[src/hw/rtl/cot_pkg.sv]
package cot_pkg;

  // Object queue sizing.
  localparam int QUEUE_DEPTH = 16;
  localparam int PTR_W = (QUEUE_DEPTH > 1) ? $clog2(QUEUE_DEPTH) : 1;
  localparam int FILL_W = $clog2(QUEUE_DEPTH + 1);
  localparam int SUM_W = PTR_W + 1;

  // Queue between the front and the back end (power of two depth).
  localparam int MIDQ_DEPTH = 2;
  localparam int MIDQ_PTR_W = 1;
  localparam int MIDQ_CNT_W = 2;

  // Result queue at the output (power of two depth).
  localparam int OUTQ_DEPTH = 4;
  localparam int OUTQ_PTR_W = 2;
  localparam int OUTQ_CNT_W = 3;

  // Configuration register map.
  localparam int CFG_IDX_W = 2;
  localparam logic [CFG_IDX_W-1:0] CFG_CAMERA_OFFSET = 2'd0;
  localparam logic [CFG_IDX_W-1:0] CFG_IDLE_LEAD = 2'd1;

  localparam logic [31:0] RESET_CAMERA_OFFSET = 32'd3000;
  localparam logic [15:0] RESET_IDLE_LEAD = 16'd500;

  localparam int PENDING_W = 5;

  typedef struct packed {
    logic [31:0] camera_offset;
    logic [15:0] idle_lead;
  } cfg_t;

  // One classified tick, as handed from the front to the back end.
  typedef struct packed {
    logic [31:0] belt_position;
    logic [31:0] obj_start;
    logic [31:0] obj_stop;
    logic        at_target;
    logic        started;
    logic        finished;
    logic        in_obj;
  } tick_t;

  // One stored object: leading and trailing edge positions.
  typedef struct packed {
    logic [31:0] start_pos;
    logic [31:0] stop_pos;
  } obj_t;

  typedef struct packed {
    logic [31:0]          stop_target;
    logic                 acquire_now;
    logic                 object_started;
    logic                 object_finished;
    logic                 inside_object;
    logic [PENDING_W-1:0] pending_count;
    logic                 queue_overflow;
  } result_t;

  // Point midway from a leading to a trailing edge, correct across an encoder wrap.
  function automatic logic [31:0] midpoint(input logic [31:0] b, input logic [31:0] e);
    logic [31:0] span;
    span = e - b;
    return b + {1'b0, span[31:1]};
  endfunction

endpackage

[src/hw/rtl/cot_front.sv]
module cot_front
  import cot_pkg::*;
(
  input  logic        clk,
  input  logic        rst_n,
  input  logic        push,
  output logic        full,
  input  logic [31:0] in_belt_position,
  input  logic [31:0] in_latched_begin,
  input  logic [31:0] in_latched_end,
  input  logic        in_at_target,
  output logic        tick_valid,
  input  logic        tick_ready,
  output tick_t       tick
);

  logic        primed_r, primed_nxt;
  logic        in_object_r, in_object_nxt;
  logic [31:0] prev_begin_r, prev_begin_nxt;
  logic [31:0] prev_end_r, prev_end_nxt;

  tick_t                 midq_r [MIDQ_DEPTH];
  logic [MIDQ_PTR_W-1:0] wr_ptr_r, rd_ptr_r;
  logic [MIDQ_CNT_W-1:0] cnt_r;

  tick_t rec;
  logic  accept, take;

  assign full   = (cnt_r == MIDQ_CNT_W'(MIDQ_DEPTH));
  assign accept = push && !full;
  assign take   = tick_valid && tick_ready;

  // Edge detection on the latched photocell positions.
  always_comb begin
    primed_nxt     = primed_r;
    in_object_nxt  = in_object_r;
    prev_begin_nxt = prev_begin_r;
    prev_end_nxt   = prev_end_r;
    rec.belt_position = in_belt_position;
    rec.obj_start     = prev_begin_r;
    rec.obj_stop      = in_latched_end;
    rec.at_target     = in_at_target;
    rec.started       = 1'b0;
    rec.finished      = 1'b0;
    priority if (!primed_r) begin
      prev_begin_nxt = in_latched_begin;
      prev_end_nxt   = in_latched_end;
      primed_nxt     = 1'b1;
    end else if (!in_object_r) begin
      if (in_latched_begin != prev_begin_r) begin
        prev_begin_nxt = in_latched_begin;
        in_object_nxt  = 1'b1;
        rec.started    = 1'b1;
      end
    end else begin
      if (in_latched_end != prev_end_r) begin
        prev_end_nxt  = in_latched_end;
        in_object_nxt = 1'b0;
        rec.finished  = 1'b1;
      end
    end
    rec.in_obj = in_object_nxt;
  end

  always_ff @(posedge clk) begin
    if (!rst_n) begin
      primed_r     <= 1'b0;
      in_object_r  <= 1'b0;
      prev_begin_r <= '0;
      prev_end_r   <= '0;
      wr_ptr_r     <= '0;
      rd_ptr_r     <= '0;
      cnt_r        <= '0;
    end else begin
      if (accept) begin
        primed_r     <= primed_nxt;
        in_object_r  <= in_object_nxt;
        prev_begin_r <= prev_begin_nxt;
        prev_end_r   <= prev_end_nxt;
        wr_ptr_r     <= wr_ptr_r + 1'b1;
      end
      if (take) begin
        rd_ptr_r <= rd_ptr_r + 1'b1;
      end
      cnt_r <= cnt_r + MIDQ_CNT_W'(accept) - MIDQ_CNT_W'(take);
    end
  end

  always_ff @(posedge clk) begin
    if (accept) begin
      midq_r[wr_ptr_r] <= rec;
    end
  end

  assign tick_valid = (cnt_r != '0);
  assign tick       = midq_r[rd_ptr_r];

endmodule

[src/hw/rtl/cot_back.sv]
module cot_back
  import cot_pkg::*;
(
  input  logic    clk,
  input  logic    rst_n,
  input  cfg_t    cfg,
  input  logic    tick_valid,
  output logic    tick_ready,
  input  tick_t   tick,
  output logic    empty,
  input  logic    pop,
  output result_t result
);

  // Object queue.
  obj_t             mem [QUEUE_DEPTH];
  obj_t             rd_data_r;
  logic [PTR_W-1:0] head_r, head_nxt, head_inc, wr_slot;
  logic [FILL_W-1:0] fill_r, fill_nxt;
  logic [SUM_W-1:0] slot_sum;
  obj_t             wdata, entry;
  logic             q_full, wr_en, have_obj, acquire, fire;

  // Target stage.
  logic                 b_valid_r;
  logic [31:0]          b_base_r;
  logic                 b_use_obj_r;
  logic                 b_acquire_r, b_started_r, b_finished_r, b_inside_r, b_overflow_r;
  logic [PENDING_W-1:0] b_pending_r;
  result_t              b_result;

  // Result queue.
  result_t               outq_r [OUTQ_DEPTH];
  logic [OUTQ_PTR_W-1:0] owr_ptr_r, ord_ptr_r;
  logic [OUTQ_CNT_W-1:0] ocnt_r, occ;
  logic                  opop;

  // Credit check: the target stage never has to wait on the result queue.
  assign occ        = ocnt_r + OUTQ_CNT_W'(b_valid_r);
  assign tick_ready = (occ < OUTQ_CNT_W'(OUTQ_DEPTH));
  assign fire       = tick_valid && tick_ready;

  always_comb begin
    q_full   = (fill_r == FILL_W'(QUEUE_DEPTH));
    wr_en    = fire && tick.finished && !q_full;
    slot_sum = SUM_W'(head_r) + SUM_W'(fill_r);
    if (slot_sum >= SUM_W'(QUEUE_DEPTH)) begin
      wr_slot = PTR_W'(slot_sum - SUM_W'(QUEUE_DEPTH));
    end else begin
      wr_slot = PTR_W'(slot_sum);
    end
    wdata.start_pos = tick.obj_start;
    wdata.stop_pos  = tick.obj_stop;
    have_obj = (fill_r != '0) || (tick.finished && !q_full);
    entry    = (fill_r == '0) ? wdata : rd_data_r;
    acquire  = have_obj && tick.at_target;
    head_inc = (head_r == PTR_W'(QUEUE_DEPTH - 1)) ? '0 : head_r + 1'b1;
    head_nxt = head_r;
    fill_nxt = fill_r;
    if (fire) begin
      if (acquire) begin
        head_nxt = head_inc;
      end
      fill_nxt = fill_r + FILL_W'(wr_en) - FILL_W'(acquire);
    end
  end

  always_ff @(posedge clk) begin
    if (wr_en) begin
      mem[wr_slot] <= wdata;
    end
    // Keeps the entry at the head ready; a write to that slot is forwarded.
    if (wr_en && (wr_slot == head_nxt)) begin
      rd_data_r <= wdata;
    end else begin
      rd_data_r <= mem[head_nxt];
    end
  end

  always_ff @(posedge clk) begin
    if (!rst_n) begin
      head_r    <= '0;
      fill_r    <= '0;
      b_valid_r <= 1'b0;
      owr_ptr_r <= '0;
      ord_ptr_r <= '0;
      ocnt_r    <= '0;
    end else begin
      head_r    <= head_nxt;
      fill_r    <= fill_nxt;
      b_valid_r <= fire;
      if (b_valid_r) begin
        owr_ptr_r <= owr_ptr_r + 1'b1;
      end
      if (opop) begin
        ord_ptr_r <= ord_ptr_r + 1'b1;
      end
      ocnt_r <= ocnt_r + OUTQ_CNT_W'(b_valid_r) - OUTQ_CNT_W'(opop);
    end
  end

  always_ff @(posedge clk) begin
    if (fire) begin
      b_base_r     <= have_obj ? midpoint(entry.start_pos, entry.stop_pos)
                               : tick.belt_position;
      b_use_obj_r  <= have_obj;
      b_acquire_r  <= acquire;
      b_started_r  <= tick.started;
      b_finished_r <= tick.finished;
      b_inside_r   <= tick.in_obj;
      b_overflow_r <= tick.finished && q_full;
      b_pending_r  <= PENDING_W'(fill_nxt);
    end
  end

  always_comb begin
    b_result.stop_target     = b_base_r + (b_use_obj_r ? cfg.camera_offset
                                                       : {16'd0, cfg.idle_lead});
    b_result.acquire_now     = b_acquire_r;
    b_result.object_started  = b_started_r;
    b_result.object_finished = b_finished_r;
    b_result.inside_object   = b_inside_r;
    b_result.pending_count   = b_pending_r;
    b_result.queue_overflow  = b_overflow_r;
  end

  always_ff @(posedge clk) begin
    if (b_valid_r) begin
      outq_r[owr_ptr_r] <= b_result;
    end
  end

  assign empty  = (ocnt_r == '0);
  assign opop   = pop && !empty;
  assign result = outq_r[ord_ptr_r];

endmodule

[src/hw/rtl/conveyor_object_tracker_core.sv]
// Conveyor object tracker. Each input beat is one poll tick: belt encoder position,
// the photocell's latched leading and trailing edge positions and the in-position flag.
// Every input beat yields exactly one result beat with the stop target and status flags.
// The input side is a queue: a beat is taken when push is high and full is low.
// The result side is a queue too: the oldest result is shown while empty is low and is
// taken when pop is high. Configuration writes (camera offset at index 0, idle lead at
// index 1, other indexes ignored) complete whenever cfg_valid is high; cfg_ready is
// always high, and writes belong in idle periods.
// One beat per cycle is sustained while the receiver pops results: the front
// stage classifies a tick in its accepting cycle, and the back end updates the
// object queue and reads its head entry in the cycle it takes the tick, then
// adds the offset in the next.
// Synchronous reset empties all queues, clears the tracking state and restores the
// register defaults; the object store needs no clearing pass since only written
// entries are ever read. When the receiver stalls, the four-entry result queue fills,
// the two-entry queue after the front stage backs up and full rises.
module conveyor_object_tracker_core
  import cot_pkg::*;
(
  input  logic                 clk,
  input  logic                 rst_n,
  // Tick input
  input  logic                 push,
  output logic                 full,
  input  logic [31:0]          in_belt_position,
  input  logic [31:0]          in_latched_begin,
  input  logic [31:0]          in_latched_end,
  input  logic                 in_at_target,
  // Results
  output logic                 empty,
  input  logic                 pop,
  output logic [31:0]          out_stop_target,
  output logic                 out_acquire_now,
  output logic                 out_object_started,
  output logic                 out_object_finished,
  output logic                 out_inside_object,
  output logic [PENDING_W-1:0] out_pending_count,
  output logic                 out_queue_overflow,
  // Configuration writes
  input  logic                 cfg_valid,
  output logic                 cfg_ready,
  input  logic [CFG_IDX_W-1:0] cfg_index,
  input  logic [31:0]          cfg_data
);

  cfg_t    cfg_r;
  tick_t   tick;
  logic    tick_valid, tick_ready;
  result_t result;

  // The register file takes a write in any cycle.
  assign cfg_ready = 1'b1;

  always_ff @(posedge clk) begin
    if (!rst_n) begin
      cfg_r.camera_offset <= RESET_CAMERA_OFFSET;
      cfg_r.idle_lead     <= RESET_IDLE_LEAD;
    end else if (cfg_valid && cfg_ready) begin
      unique case (cfg_index)
        CFG_CAMERA_OFFSET: cfg_r.camera_offset <= cfg_data;
        CFG_IDLE_LEAD:     cfg_r.idle_lead     <= cfg_data[15:0];
        default: begin
          // Unmapped index: the write has no effect.
        end
      endcase
    end
  end

  // The front stage tracks the edges and hands classified ticks on through its queue.
  cot_front u_front (
    .clk              (clk),
    .rst_n            (rst_n),
    .push             (push),
    .full             (full),
    .in_belt_position (in_belt_position),
    .in_latched_begin (in_latched_begin),
    .in_latched_end   (in_latched_end),
    .in_at_target     (in_at_target),
    .tick_valid       (tick_valid),
    .tick_ready       (tick_ready),
    .tick             (tick)
  );

  // The back end owns the object queue, forms the stop target and buffers results.
  cot_back u_back (
    .clk        (clk),
    .rst_n      (rst_n),
    .cfg        (cfg_r),
    .tick_valid (tick_valid),
    .tick_ready (tick_ready),
    .tick       (tick),
    .empty      (empty),
    .pop        (pop),
    .result     (result)
  );

  assign out_stop_target     = result.stop_target;
  assign out_acquire_now     = result.acquire_now;
  assign out_object_started  = result.object_started;
  assign out_object_finished = result.object_finished;
  assign out_inside_object   = result.inside_object;
  assign out_pending_count   = result.pending_count;
  assign out_queue_overflow  = result.queue_overflow;

endmodule

[config.mk]
export PLATFORM = sky130hd
export DESIGN_NAME = conveyor_object_tracker_core
export DESIGN_NICKNAME = d
export VERILOG_FILES = /design/src/hw/rtl/cot_pkg.sv /design/src/hw/rtl/cot_front.sv /design/src/hw/rtl/cot_back.sv /design/src/hw/rtl/conveyor_object_tracker_core.sv
export SDC_FILE = /design/constraint.sdc
export NUM_CORES = 2
export LEC_CHECK = 0
export BUFFER_PORTS_ARGS = -buffer_cell sky130_fd_sc_hd__buf_2
export CAP_MARGIN = 10
export CORE_ASPECT_RATIO = 1.4
export CORE_MARGIN = 2
export CORE_UTILIZATION = 35
export DETAILED_ROUTE_END_ITERATION = 6
export PLACE_DENSITY = 0.55
export SLEW_MARGIN = 20
export SYNTH_ARGS = -nofsm -noshare
export SYNTH_HDL_FRONTEND = slang
export SYNTH_SLANG_ARGS = --single-unit
export TNS_END_PERCENT = 20
[constraint.sdc]
create_clock -name clk -period 8.64 [get_ports clk]
set_clock_uncertainty 0.1 [all_clocks]
set_input_delay 0.864 -clock clk [delete_from_list [all_inputs] [get_ports clk]]
set_output_delay 0.864 -clock clk [all_outputs]
set_load 0.005 [all_outputs]
==> After elaboration in Yosys (flattened, before gate mapping) <==
Memories as Yosys holds them, arrays and structs flattened. A register that Yosys moved wholly into a read port is not among the register bits.
Index checks and enable logic that the tools add are counted.
W data, S select, Z words.
{ "classes": {"n_lt_le_gt_ge": 2, "muxes": 32, "n_addsub": 16, "n_reduce_logical": 21, "n_eq_ne": 10} }
{ "ops": {"columns": ["cell", "count"], "rows": [
  ["$mux W32", 8],
  ["$mux W64", 1],
  ["$ne A32 B32 Y1", 2],
  ["$add A32 B31 Y32", 1],
  ["$add A32 B32 Y32", 1],
  ["$sub A32 B32 Y32", 1],
  ["$mux W4", 4],
  ["$mux W1", 15],
  ["$logic_and A1 B1 Y1", 8],
  ["$ne A2 B2 Y1 const B", 4],
  ["$mux W2", 3],
  ["$reduce_and A3 Y1", 2],
  ["$add A4 B5 Y5", 1],
  ["$add A5 B1 Y5", 1],
  ["$eq A5 B5 Y1 const B", 1],
  ["$ge A5 B5 Y1 const B", 1],
  ["$logic_not A5 Y1", 1],
  ["$mux W5", 1],
  ["$reduce_bool A5 Y1", 1],
  ["$sub A5 B1 Y5", 1],
  ["$add A2 B1 Y2 const B", 2],
  ["$add A4 B1 Y4 const B", 1],
  ["$eq A4 B4 Y1 const B", 1],
  ["$reduce_and A2 Y1", 2],
  ["other kinds (14)", 17]
]} }
{ "word_totals": {"inputBits": 136, "ram_bits": 1392, "regBits": 178, "out_inout_bits": 45, "n_memories": 3} }
{ "memory_table": {"columns": ["name", "words", "word_bits", "rd", "rd_ports_with_merged_regs", "wr", "line_no", "text"], "rows": [
  ["u_back.mem", 16, 64, 1, 1, 1, "cot_back.sv:16", "obj_t mem [QUEUE_DEPTH];"],
  ["u_front.midq_r", 2, 100, 1, 1, 1, "cot_front.sv:22", "tick_t midq_r [MIDQ_DEPTH];"],
  ["u_back.outq_r", 4, 42, 1, 1, 1, "cot_back.sv:33", "result_t outq_r [OUTQ_DEPTH];"]
]} }

==> Longest topological paths before layout <==
{ "depth": {"word_depth": 8, "depth_mapped": 32} }

==> Modules after synthesis <==
Synthesis repeated with hierarchy kept, for this count alone.
{ "unflattened": {"cells_unflattened": 3901, "hier_area_um2": 67893.9} }
{ "by_module_without_submodules": {"columns": ["module", "area_per_inst_um2", "seq_area_each_um2", "instances", "cells_per_inst"], "rows": [
  ["cot_back", 53171.0, 37546.0, 1, 2729],
  ["cot_front", 12776.0, 7427.1, 1, 971],
  ["conveyor_object_tracker_core", 1946.9, 960.9, 1, 201]
]} }

==> Worst setup path before layout <==
No wires, ideal clock.
{ "synth_timing": {"path_kind": "reg-to-reg", "start": "reg with a tool-made name", "end": "reg u_back.b_base_r[31] (data pin)", "path_slack_ps": 1244, "path_stages_with_launch": 32, "setup_ps": 270, "t_arrival_ps": 7026, "path_cell_list": "dfxtp_1 > buf_6 > buf_6 > buf_2 > buf_2 > buf_1 > mux4_2 > mux4_2 > nand2_1 > nand2_1 > fa_1 > a21o_1 > a21oi_1 > o21ai_0 > a31oi_1 > nor2_1 > o2111ai_1 > nand2_1 > a21o_1 > a21oi_1 > xnor2_1 > ha_1 > a21oi_1 > inv_1 > o31a_1 > a31o_2 > a21oi_1 > nor3_1 > or3_1 > a31oi_1 > xnor2_1 > a21oi_1"} }
{ "synth_rtl": {"columns": ["item", "line_no", "text"], "rows": [
  ["end signal, assigned", "cot_back.sv:104", "b_base_r <= have_obj ? midpoint(entry.start_pos, entry.stop_pos)"],
  ["end, declared", "cot_back.sv:26", "logic [31:0] b_base_r;"]
]} }

==> results.sh <==
export IMPL_regArea_mm2=0.04596
export IMPL_startpoint_type="flip-flop"
export IMPL_grt_pass1_vias=34280
export IMPL_outcome="complete, no violations"
export IMPL_fill_cells=16750
export IMPL_cp_slowest_stage_delay_ps=680
export IMPL_dp_hpwl_mm=98.01
export IMPL_crit_arrival_ps=7960
export IMPL_grt_use_total_pct=16.86
export IMPL_ios=181
export IMPL_grt_pass1_wl_mm=234.6
export IMPL_wire_per_inst_um=24.72
export IMPL_grt_ovfl_total=0
export IMPL_via_per_inst=5.128
export IMPL_drive_gt1_share_pct=23.73
export IMPL_yosysUniqueCellTypes=69
export IMPL_ys_warn_count=0
export IMPL_tightest_slew_ps=1101
export IMPL_r2r_slack_ps=1130
export IMPL_final_cell_mix="edfxtp_1, mux4_2, nand2_1"
export IMPL_netlist_top_cells_area="edfxtp_1, mux4_2, dfxtp_1"
export IMPL_htree_levels=4
export IMPL_synth_top_area_cell="edfxtp_1"
export IMPL_core_mm2=0.1853
export IMPL_routed_wl_mm=160.9
export IMPL_root_buffer="clkbuf_16"
export IMPL_synth_cells=3645
export IMPL_setup_viol=0
export IMPL_ys_seq_elements=1577
export IMPL_insertion_delay_ps=830
export IMPL_hold_class="input pin to flip-flop"
export IMPL_finalNetCount=4170
export IMPL_grt_max_degree=98
export IMPL_cp_end_kind="flip-flop"
export IMPL_synth_flop_cell="edfxtp_1"
export IMPL_tritoncts="yes"
export IMPL_seq_area_frac_synth_pct=70.46
export IMPL_critPathRequiredTime_ps=9090
export IMPL_start_util_pct=35.18
export IMPL_port_buffers=179
export IMPL_post_route_util_pct=40.28
export IMPL_synth_edff_count=1435
export IMPL_cp_num_buf_inv=4
export IMPL_drv_cap=0
export IMPL_cts_num_sinks=1577
export IMPL_drv_slew=0
export IMPL_drtIter0Drc=2974
export IMPL_die_y_um=514.6
export IMPL_die_w_um=368.7
export IMPL_syn_num_nets=3899
export IMPL_rsz0062_at_grt="no"
export IMPL_finalCritPeriodShare_pct=86.93
export IMPL_vias=33380
export IMPL_slew_headroom_pct=26.40
export IMPL_cp_common_cell="a21oi_1"
export IMPL_hold_viol=0
export IMPL_drc=0
export IMPL_clock_fmax_ghz=0.1331
export IMPL_final_common_cell="edfxtp_1"
export IMPL_cts_buffers=160
export IMPL_place_congestion=0.7895
export IMPL_slowest_stage="dfxtp_4"
export IMPL_setup_tns_final_ps=0
export IMPL_row_count=187
export IMPL_clkTransAtPathRegs_ps=60
export IMPL_ant_nets=0
export IMPL_post_cts_buffers=0
export IMPL_crit_type="flip-flop to flip-flop"
export IMPL_syn_area_per_cell_um2=17.88
export IMPL_cts_resized=0
export IMPL_antenna_found_initial=11
export IMPL_hold_buffers=0
export IMPL_worst_path_max_fanout=47
export IMPL_synth_area_mm2=0.06519
export IMPL_dr_pass1_iters=5
export IMPL_syn_to_final_growth_pct=14.49
export IMPL_async_reset_ff_share_pct=0
export IMPL_netlist_area_leader_share_pct=66.10
export IMPL_die_area_mm2=0.1898
export IMPL_cpLargestDelayFamily="compound AO/OA/AOI/OAI gates"
export IMPL_clk_path_buf_depth=3
export IMPL_multi_input_area_mm2=0.01846
export IMPL_min_period_ps=7511
==> stage by stage <==
step	setup WS, ps	cells	hold slack [ps]	cell area [um2]
after floorplan	1244	3645	335.1	65190
final	1129	6508	132.4	74630
after CTS	1040	6502	59.47	74620
after detailed placement	1060	6211	353.2	69440
after global placement	956.3	6211	345.2	69440
after global routing	526.6	6503	88.02	74620
==> Yosys cell counts, types with 7 or more instances <==
cell type	number
edfxtp_1	1435
mux4_2	356
nand2_1	278
dfxtp_1	142
mux2i_1	126
xnor2_1	123
ha_1	113
clkbuf_1	109
inv_1	103
a21oi_1	97
nor2_1	94
nor2b_1	83
a21boi_0	69
mux2_2	62
a21o_1	51
o21ai_0	48
and2_1	42
buf_1	37
xor2_1	35
nand3_1	30
nand4_1	26
nor3_1	19
o21a_1	16
nand2b_1	14
o21bai_1	12
a31oi_1	11
or3_1	10
and3_1	8
o31ai_1	8
nor4_1	7
==> worst register-to-register path: cells and delay by family, from the launching register on <==
family                     cells  cell delay, ps
xor gates and xnor gates       2             250
adders and majority gates      2             750
and+or+nand+nor                6             920
muxes                          2            1000
buffers and inverters          4            1000
AOI/OAI and AO/OA             12            2570
DFF                            1             680
==> logic make-up after synthesis <==
| kind of cell | after synthesis | synth area share (%) |
|---|---|---|
| buffers and inverters | 257 | 1.518 |
| adder cells (fa/ha/maj) | 118 | 2.322 |
| XOR/XNOR | 158 | 2.123 |
| AO/OA/AOI/OAI | 359 | 3.666 |
| multiplexers | 545 | 15.32 |
| flip-flops | 1577 | 70.46 |
| other | 1 | 0.005753 |
| AND/OR/NAND/NOR | 630 | 4.580 |
==> final timing paths <==
path / to / cells past startpoint / startpoint
worst min register to register: cfg_r[46] / 2 / cfg_r[46]
worst max register to register: u_back.b_base_r[31] / 28 / flip-flop
worst min-delay path: u_front.midq_r[1][80] / 1 / in_belt_position[12]
worst max-delay path: u_back.b_base_r[31] / 28 / flip-flop
==> flip-flops by register name, summed over array words and instances (netlist names), 2 cells and up, named ones only <==
register              flops
u_back.ocnt_r             3
u_back.owr_ptr_r          2
u_front.cnt_r             2
u_back.fill_r             5
u_front.midq_r          200
u_back.mem             1024
u_back.ord_ptr_r          2
cfg_r                    48
u_back.b_pending_r        5
u_front.prev_end_r       32
u_back.b_base_r          32
u_back.outq_r           168
u_back.head_r             4
u_front.prev_begin_r     32
==> area by class of cell <==
cell class	count	area share, %
inverter	103	0.5180
clock buffer	211	5.729
multi-input combinational	1811	24.73
clock inverter	80	1.205
timing repair buffer	263	2.099
sequential	1577	61.58
tap	2457	4.119
antenna	6	0.02012
==> layer usage <==
| layer | track usage (%) | vias to the layer above | part of all wire, % |
|---|---|---|---|
| met3 | 2.396 | 202 | 5.0 |
| met5 | 0 | - | 0.0099 |
| met4 | 4.495 | 4 | 2.0 |
| li1 | - | 14860 | - |
| met2 | 27.93 | 865 | 49 |
| met1 | 23.27 | 17450 | 44 |
Power is not shown: default switching activity piles up to over one toggle a cycle in this logic, so the estimate is an artifact.
